$ cat config.mk
export PLATFORM = sky130hd
export DESIGN_NAME = byte_ring_fifo_with_overwrite
export DESIGN_NICKNAME = d
export VERILOG_FILES = /design/src/brf_pkg.sv /design/src/brf_ctrl.sv /design/src/brf_datapath.sv /design/src/byte_ring_fifo_with_overwrite.sv
export SDC_FILE = /design/constraint.sdc
export NUM_CORES = 2
export LEC_CHECK = 0
export BUFFER_PORTS_ARGS = -buffer_cell sky130_fd_sc_hd__buf_2
export CORE_AREA = 2 2 580 582
export DETAILED_ROUTE_END_ITERATION = 8
export DIE_AREA = 0 0 582 584
export REMOVE_ABC_BUFFERS = 1
export SYNTH_ARGS = -nofsm -noshare
export SYNTH_HDL_FRONTEND = slang
export SYNTH_SLANG_ARGS = --single-unit
$ cat constraint.sdc
create_clock -name clk -period 6.7 [get_ports clk]
set_input_delay 0.335 -clock clk [delete_from_list [all_inputs] [get_ports clk]]
set_output_delay 0.335 -clock clk [all_outputs]
set_load 0.02 [all_outputs]
$ cat src/brf_pkg.sv
`timescale 1ns / 1ps
`default_nettype none
// ----------------------------------------------------------------------------
// brf_pkg
// Shared types and constants for the byte ring FIFO with overwrite.
// ----------------------------------------------------------------------------
package brf_pkg;

	localparam int MAX_SLOTS_DEF = 256;
	localparam int LEN_W         = 9;
	localparam int DATA_W        = 8;
	localparam int COUNT_W       = 8;
	localparam int OP_W          = 2;

	localparam logic [LEN_W-1:0] RING_LEN_RESET = 9'd256;
	localparam logic [LEN_W-1:0] RING_LEN_MIN   = 9'd2;

	localparam logic [OP_W-1:0] OP_PUSH      = 2'd0;
	localparam logic [OP_W-1:0] OP_PUSH_OVER = 2'd1;
	localparam logic [OP_W-1:0] OP_POP       = 2'd2;
	localparam logic [OP_W-1:0] OP_PEEK      = 2'd3;

	// controller -> datapath
	typedef struct packed {
		logic take;
	} ctl_cmd_t;

endpackage

`default_nettype wire

$ cat src/brf_ctrl.sv
`timescale 1ns / 1ps
`default_nettype none
// ----------------------------------------------------------------------------
// brf_ctrl
// Handshake controller: takes a request, then holds its result until taken.
// ----------------------------------------------------------------------------
module brf_ctrl (
	input  wire logic            clk,
	input  wire logic            arst_n,
	input  wire logic            in_valid,
	output logic                 in_stall,
	output logic                 out_valid,
	input  wire logic            out_stall,
	output brf_pkg::ctl_cmd_t    cmd
);

	localparam logic ST_IDLE = 1'b0;
	localparam logic ST_HOLD = 1'b1;

	logic state_q;
	logic state_d;

	// a new request may enter in the same cycle the held result leaves
	assign in_stall  = (state_q == ST_HOLD) && out_stall;
	assign out_valid = (state_q == ST_HOLD);
	assign cmd.take  = in_valid && !in_stall;

	always_comb begin
		state_d = state_q;
		case (state_q)
			ST_IDLE: begin
				if (cmd.take) state_d = ST_HOLD;
			end
			ST_HOLD: begin
				if (!out_stall && !cmd.take) state_d = ST_IDLE;
			end
			default: state_d = ST_IDLE;
		endcase
	end

	always_ff @(posedge clk or negedge arst_n) begin
		if (!arst_n) begin
			state_q <= ST_IDLE;
		end else begin
			state_q <= state_d;
		end
	end

endmodule

`default_nettype wire

$ cat src/brf_datapath.sv
`timescale 1ns / 1ps
`default_nettype none
// ----------------------------------------------------------------------------
// brf_datapath
// Ring storage, read/write indices, length register and status arithmetic.
// ----------------------------------------------------------------------------
module brf_datapath #(
	parameter int MAX_SLOTS = brf_pkg::MAX_SLOTS_DEF
) (
	input  wire logic                          clk,
	input  wire logic                          arst_n,
	input  wire brf_pkg::ctl_cmd_t             cmd,
	input  wire logic                          cfg_we,
	input  wire logic [brf_pkg::LEN_W-1:0]     cfg_wdata,
	input  wire logic [brf_pkg::OP_W-1:0]      opcode,
	input  wire logic [brf_pkg::DATA_W-1:0]    write_data,
	output logic      [brf_pkg::DATA_W-1:0]    read_data,
	output logic                               failed,
	output logic      [brf_pkg::COUNT_W-1:0]   fill_count,
	output logic      [brf_pkg::COUNT_W-1:0]   free_room,
	output logic                               is_empty,
	output logic                               is_full
);

	localparam int DEPTH = (MAX_SLOTS > 256) ? 256 : MAX_SLOTS;
	localparam int IDX_W = $clog2(DEPTH);
	localparam int LW    = brf_pkg::LEN_W;
	localparam logic [LW-1:0] LEN_TOP = LW'(DEPTH);

	logic [brf_pkg::DATA_W-1:0] mem [DEPTH];

	logic [LW-1:0]    len_q;
	logic [IDX_W-1:0] rd_q;
	logic [IDX_W-1:0] wr_q;
	logic             failed_q;
	logic             hit_q;
	logic [brf_pkg::DATA_W-1:0] rdat_q;

	logic [LW-1:0]    len_eff;
	logic [LW-1:0]    rd_inc;
	logic [LW-1:0]    wr_inc;
	logic [IDX_W-1:0] rd_nx;
	logic [IDX_W-1:0] wr_nx;
	logic             empty_now;
	logic             full_now;
	logic             mem_we;
	logic [IDX_W-1:0] rd_d;
	logic [IDX_W-1:0] wr_d;
	logic             failed_d;
	logic             hit_d;
	logic [LW-1:0]    rd9;
	logic [LW-1:0]    wr9;
	logic [LW-1:0]    fill9;
	logic [LW-1:0]    room9;

	// lengths of 0/1 act as 2, lengths past the storage act as its depth
	always_comb begin
		if (len_q < brf_pkg::RING_LEN_MIN) len_eff = brf_pkg::RING_LEN_MIN;
		else if (len_q > LEN_TOP) len_eff = LEN_TOP;
		else len_eff = len_q;
	end

	assign rd9    = LW'(rd_q);
	assign wr9    = LW'(wr_q);
	assign rd_inc = rd9 + LW'(1);
	assign wr_inc = wr9 + LW'(1);
	assign rd_nx  = (rd_inc >= len_eff) ? '0 : rd_inc[IDX_W-1:0];
	assign wr_nx  = (wr_inc >= len_eff) ? '0 : wr_inc[IDX_W-1:0];

	assign empty_now = (rd_q == wr_q);
	assign full_now  = (wr_nx == rd_q);

	always_comb begin
		rd_d     = rd_q;
		wr_d     = wr_q;
		failed_d = 1'b0;
		hit_d    = 1'b0;
		mem_we   = 1'b0;
		case (opcode)
			brf_pkg::OP_PUSH: begin
				if (full_now) begin
					failed_d = 1'b1;
				end else begin
					mem_we = 1'b1;
					wr_d   = wr_nx;
				end
			end
			brf_pkg::OP_PUSH_OVER: begin
				mem_we = 1'b1;
				wr_d   = wr_nx;
				// ring was full: oldest byte is dropped
				if (full_now) begin
					rd_d     = rd_nx;
					failed_d = 1'b1;
				end
			end
			brf_pkg::OP_POP: begin
				if (empty_now) begin
					failed_d = 1'b1;
				end else begin
					hit_d = 1'b1;
					rd_d  = rd_nx;
				end
			end
			brf_pkg::OP_PEEK: begin
				if (empty_now) failed_d = 1'b1;
				else hit_d = 1'b1;
			end
			default: failed_d = 1'b0;
		endcase
	end

	always_ff @(posedge clk) begin
		if (cmd.take && mem_we) begin
			mem[wr_q] <= write_data;
		end
		if (cmd.take) begin
			rdat_q <= mem[rd_q];
		end
	end

	always_ff @(posedge clk or negedge arst_n) begin
		if (!arst_n) begin
			len_q    <= brf_pkg::RING_LEN_RESET;
			rd_q     <= '0;
			wr_q     <= '0;
			failed_q <= 1'b0;
			hit_q    <= 1'b0;
		end else if (cfg_we) begin
			len_q <= cfg_wdata;
			rd_q  <= '0;
			wr_q  <= '0;
		end else if (cmd.take) begin
			rd_q     <= rd_d;
			wr_q     <= wr_d;
			failed_q <= failed_d;
			hit_q    <= hit_d;
		end
	end

	// status follows the indices, which hold while a result waits
	assign fill9 = (rd9 <= wr9) ? (wr9 - rd9) : (len_eff - (rd9 - wr9));
	assign room9 = len_eff - LW'(1) - fill9;

	assign read_data  = hit_q ? rdat_q : '0;
	assign failed     = failed_q;
	assign fill_count = fill9[brf_pkg::COUNT_W-1:0];
	assign free_room  = room9[brf_pkg::COUNT_W-1:0];
	assign is_empty   = empty_now;
	assign is_full    = full_now;

endmodule

`default_nettype wire

$ cat src/byte_ring_fifo_with_overwrite.sv
`timescale 1ns / 1ps
`default_nettype none
// ----------------------------------------------------------------------------
// byte_ring_fifo_with_overwrite
// Byte circular FIFO with push, push-over, pop and peek requests.
// ----------------------------------------------------------------------------
// A request is taken while in_stall is low; its result is registered and shown
// from the next cycle on, with a new request taken in the same cycle the result
// leaves, so back-to-back requests run at one per cycle while out_stall is low.
// The single storage memory (one write and one registered read per cycle) sets
// that figure. The ring holds at most ring_length-1 bytes; ring_length below 2
// acts as 2, above min(MAX_SLOTS,256) as that value. Writing ring_length empties
// the ring and must only happen with no request in flight. There is no clearing
// pass after reset: only bytes pushed since the ring was last emptied are read.
module byte_ring_fifo_with_overwrite #(
	parameter int MAX_SLOTS = brf_pkg::MAX_SLOTS_DEF
) (
	input  wire logic                          clk,
	input  wire logic                          arst_n,
	input  wire logic                          cfg_we,
	input  wire logic [brf_pkg::LEN_W-1:0]     cfg_wdata,
	input  wire logic                          in_valid,
	output logic                               in_stall,
	input  wire logic [brf_pkg::OP_W-1:0]      opcode,
	input  wire logic [brf_pkg::DATA_W-1:0]    write_data,
	output logic                               out_valid,
	input  wire logic                          out_stall,
	output logic      [brf_pkg::DATA_W-1:0]    read_data,
	output logic                               failed,
	output logic      [brf_pkg::COUNT_W-1:0]   fill_count,
	output logic      [brf_pkg::COUNT_W-1:0]   free_room,
	output logic                               is_empty,
	output logic                               is_full
);

	brf_pkg::ctl_cmd_t cmd;

	brf_ctrl u_ctrl (
		.clk       (clk),
		.arst_n    (arst_n),
		.in_valid  (in_valid),
		.in_stall  (in_stall),
		.out_valid (out_valid),
		.out_stall (out_stall),
		.cmd       (cmd)
	);

	brf_datapath #(
		.MAX_SLOTS (MAX_SLOTS)
	) u_dp (
		.clk        (clk),
		.arst_n     (arst_n),
		.cmd        (cmd),
		.cfg_we     (cfg_we),
		.cfg_wdata  (cfg_wdata),
		.opcode     (opcode),
		.write_data (write_data),
		.read_data  (read_data),
		.failed     (failed),
		.fill_count (fill_count),
		.free_room  (free_room),
		.is_empty   (is_empty),
		.is_full    (is_full)
	);

endmodule

`default_nettype wire
==> impl_metrics.json <==
{
  "cts_setup_buffers": 0,
  "die-height_um": 584,
  "p_leak_nw": 27.9,
  "nets": 4186,
  "area.growth.synth_to_final_pct": 14.6,
  "dpl.hpwl_um": 130000,
  "crit_top_cell": "a21oi_1",
  "synth_top_cells_by_count": "edfxtp_1 (2056), mux4_2 (527), nor2_1 (296)",
  "wl_per_cell_um": 25.1,
  "worst_ep_required_time_ps": 6360,
  "dp_slack_ps": 1140,
  "path_class": "reg2out",
  "power_frac_comb": 0.064,
  "dieArea_um2": 340000,
  "ctsLongestPathBuffers": 3,
  "worstPathMaxFanout": 22,
  "start_util": 0.249,
  "post-synth-top-count-cell": "edfxtp_1",
  "p_sw_frac": 0.221,
  "yosysTopAreaCell": "edfxtp_1",
  "synth_top_area_frac": 0.744,
  "clkTransAtPathRegs_ps": 60,
  "grt_overflow": 0,
  "io_buffer_count": 52,
  "crit_arrival_ps": 5700,
  "synth_edf_count": 2056,
  "async_flop_share": 0.0134,
  "cts_htree_levels": 4,
  "power_density_nw_per_um2": 289,
  "syn_inst": 3994,
  "netlist_top_cells_area": "edfxtp_1 (74%), mux4_2 (14%), mux2i_1 (2.0%)",
  "ioPinCount": 53,
  "drive_gt1_frac": 0.227,
  "hold_buffers": 12,
  "worstMarginPinSlew_ps": 1310,
  "hold_viol": 0,
  "core_um2": 333000,
  "yosys_warnings": 0,
  "maxCapViolCount": 0,
  "rows": 212,
  "slew_viol_final": 0,
  "finalSetupViolations": 0,
  "finalCritPeriodShare": 0.900,
  "final_antenna_net_count": 0,
  "nFillCells": 32200,
  "wirelength_um": 217000,
  "post_dp_cell_area_um2": 88400,
  "p_switching_w": 0.00608,
  "intPower_w": 0.0214,
  "slowest_delay_ps": 810,
  "clockRootBuffer": "clkbuf_16",
  "period_minus_slack_ps": 6030,
  "place.gp.congestion": 0.850,
  "drt_iter0_markers": 5118,
  "vdd.ir_drop.worst_mv": 0.261,
  "avgSynthCellArea_um2": 20.8,
  "slowest_stage": "xor2_1",
  "worstPathCellList": "ha_1 -> fa_1 -> nor2b_1 -> o21ai_0 -> a21oi_1 -> a2111oi_2 -> nor2_1 -> a21oi_1 -> buf_4 -> ha_1 -> inv_1 -> fa_1 -> inv_1 -> a21oi_1 -> o21bai_1 -> xor2_1 -> buf_2",
  "cts_made_buffers": 202,
  "drc": 0,
  "grt_pass1_wl_um": 310000,
  "track_usage": 0.125,
  "drtPass1Iterations": 6,
  "die_x_um": 582,
  "fin_tns_setup_ps": 0,
  "final_area_um2": 95100,
  "num_vias": 41100,
  "ys.flop_type": "edfxtp_1",
  "cp-end-kind": "primary output",
  "antenna_found_initial": 11,
  "hold_path_class": "in2reg",
  "ys_types": 66,
  "skew_ps": 59.1,
  "final.setup.worst_slack_ps": 670,
  "max_slew_margin": 0.121,
  "synthesis.area_um2": 83000,
  "clock_power_share": 0.414,
  "yosys_register_bits": 2084,
  "vias_per_cell": 4.74,
  "cts_sinks": 2084,
  "post_cts_resized": 0,
  "p_seq_frac": 0.522,
  "start_kind": "flop",
  "clock_latency_ps": 850,
  "outcome": "finished, final reports clean",
  "first_global_vias": 41400,
  "grt_start_max_net_pins": 193,
  "rsz0062_at_grt": "false",
  "cts_tree": "built",
  "fmax_ghz": 0.166,
  "yosysSeqAreaShare": 0.753
}
==> critical path, delay by kind of cell (launching register included) <==
| family | cells | cell delay [ps] |
|---|---|---|
| buf+inv | 4 | 600 |
| fa+ha+maj | 4 | 1100 |
| compound gates | 6 | 1520 |
| simple gates | 2 | 140 |
| xor+xnor | 1 | 810 |
| flops | 1 | 660 |
==> power by group through the flow <==
stage | Clock, W | Sequential, W | Combinational, W
floorplan | 0 | 0.0148 | 0.00154
global placement | 0 | 0.0146 | 0.00178
detailed placement | 0 | 0.0146 | 0.00178
CTS | 0.0116 | 0.0144 | 0.00179
global route | 0.0121 | 0.0144 | 0.00187
finish | 0.0114 | 0.0144 | 0.00177
==> flip-flops by register name, summed over array words and instances (netlist names) <==
name	cells
u_dp.rd_q	8
u_dp.failed	1
u_dp.rdat_q	8
u_dp.hit_q	1
u_dp.mem	2048
u_ctrl.out_valid	1
u_dp.len_q	9
u_dp.wr_q	8
==> kinds of logic after synthesis <==
family	share of synthesized area
multiplexers	0.164
buffers and inverters	0.0174
XOR/XNOR	0.00386
AND/OR/NAND/NOR	0.0268
adder cells (fa/ha/maj)	0.00896
flip-flops	0.753
AO/OA/AOI/OAI	0.0260
==> layout by cell type, fill, tap and decap left out, types with 24 or more instances in the layout <==
cell type  synthesis  final
a21oi_1           80     80
buf_2             64     44
buf_4             31     65
clkbuf_1          94     35
clkbuf_16          0    207
clkinv_1           0     54
clkinv_2           0     32
edfxtp_1        2056   2056
ha_1              45     45
inv_1             52     50
mux2i_1          163    163
mux4_2           527    527
nand2_1          115    114
nor2_1           296    296
nor3_1            24     24
o221ai_1          78     78
o22ai_1           42     42
xnor2_1           28     28
==> metrics by stage <==
stage / power, W / hold WS (ps) / cells / utilization
after global placement: 0.0164 / 464 / 8279 / 0.265
final: 0.0275 / 51.9 / 8665 / 0.286
after floorplan: 0.0163 / 39.4 / 3761 / -
after CTS: 0.0277 / 2.96 / 8662 / 0.286
after detailed placement: 0.0164 / 484 / 8279 / 0.265
after global routing: 0.0283 / 43.6 / 8662 / 0.286
==> worst paths after layout <==
check / from / end / slack (ps) / cells after the start
min reg2reg: u_dp.failed / u_dp.failed / 510 / 1
max reg2reg: u_dp.wr_q[1] / u_dp.mem[121][3] / 990 / 14
min in group asynchronous: arst_n / u_dp.failed / 130 / 2
max: u_dp.rd_q[0] / free_room[4] / 670 / 17
min: write_data[1] / u_dp.mem[113][1] / 50 / 1
max in group asynchronous: arst_n / u_dp.rd_q[0] / 5930 / 2
==> area by class of cell <==
| type | instances | area (µm²) | area share |
|---|---|---|---|
| clock buffer | 242 | 5310 | 0.0559 |
| clock inverter | 129 | 1260 | 0.0133 |
| timing repair buffer | 143 | 1220 | 0.0128 |
| inverter | 54 | 210 | 0.00221 |
| antenna | 3 | 7.51 | 0.0000790 |
| multi-input combinational | 1623 | 19100 | 0.201 |
| tap | 4387 | 5490 | 0.0577 |
| sequential | 2084 | 62500 | 0.657 |
==> metal layers <==
metal  up-vias  track usage  part of all wire
li1      16800            -                 -
met1     22100        0.171              0.41
met2      1827        0.200              0.48
met3       313       0.0246             0.081
met4         4       0.0360             0.029
met5         -            0           0.00011
(Power assumes the default switching activity.)
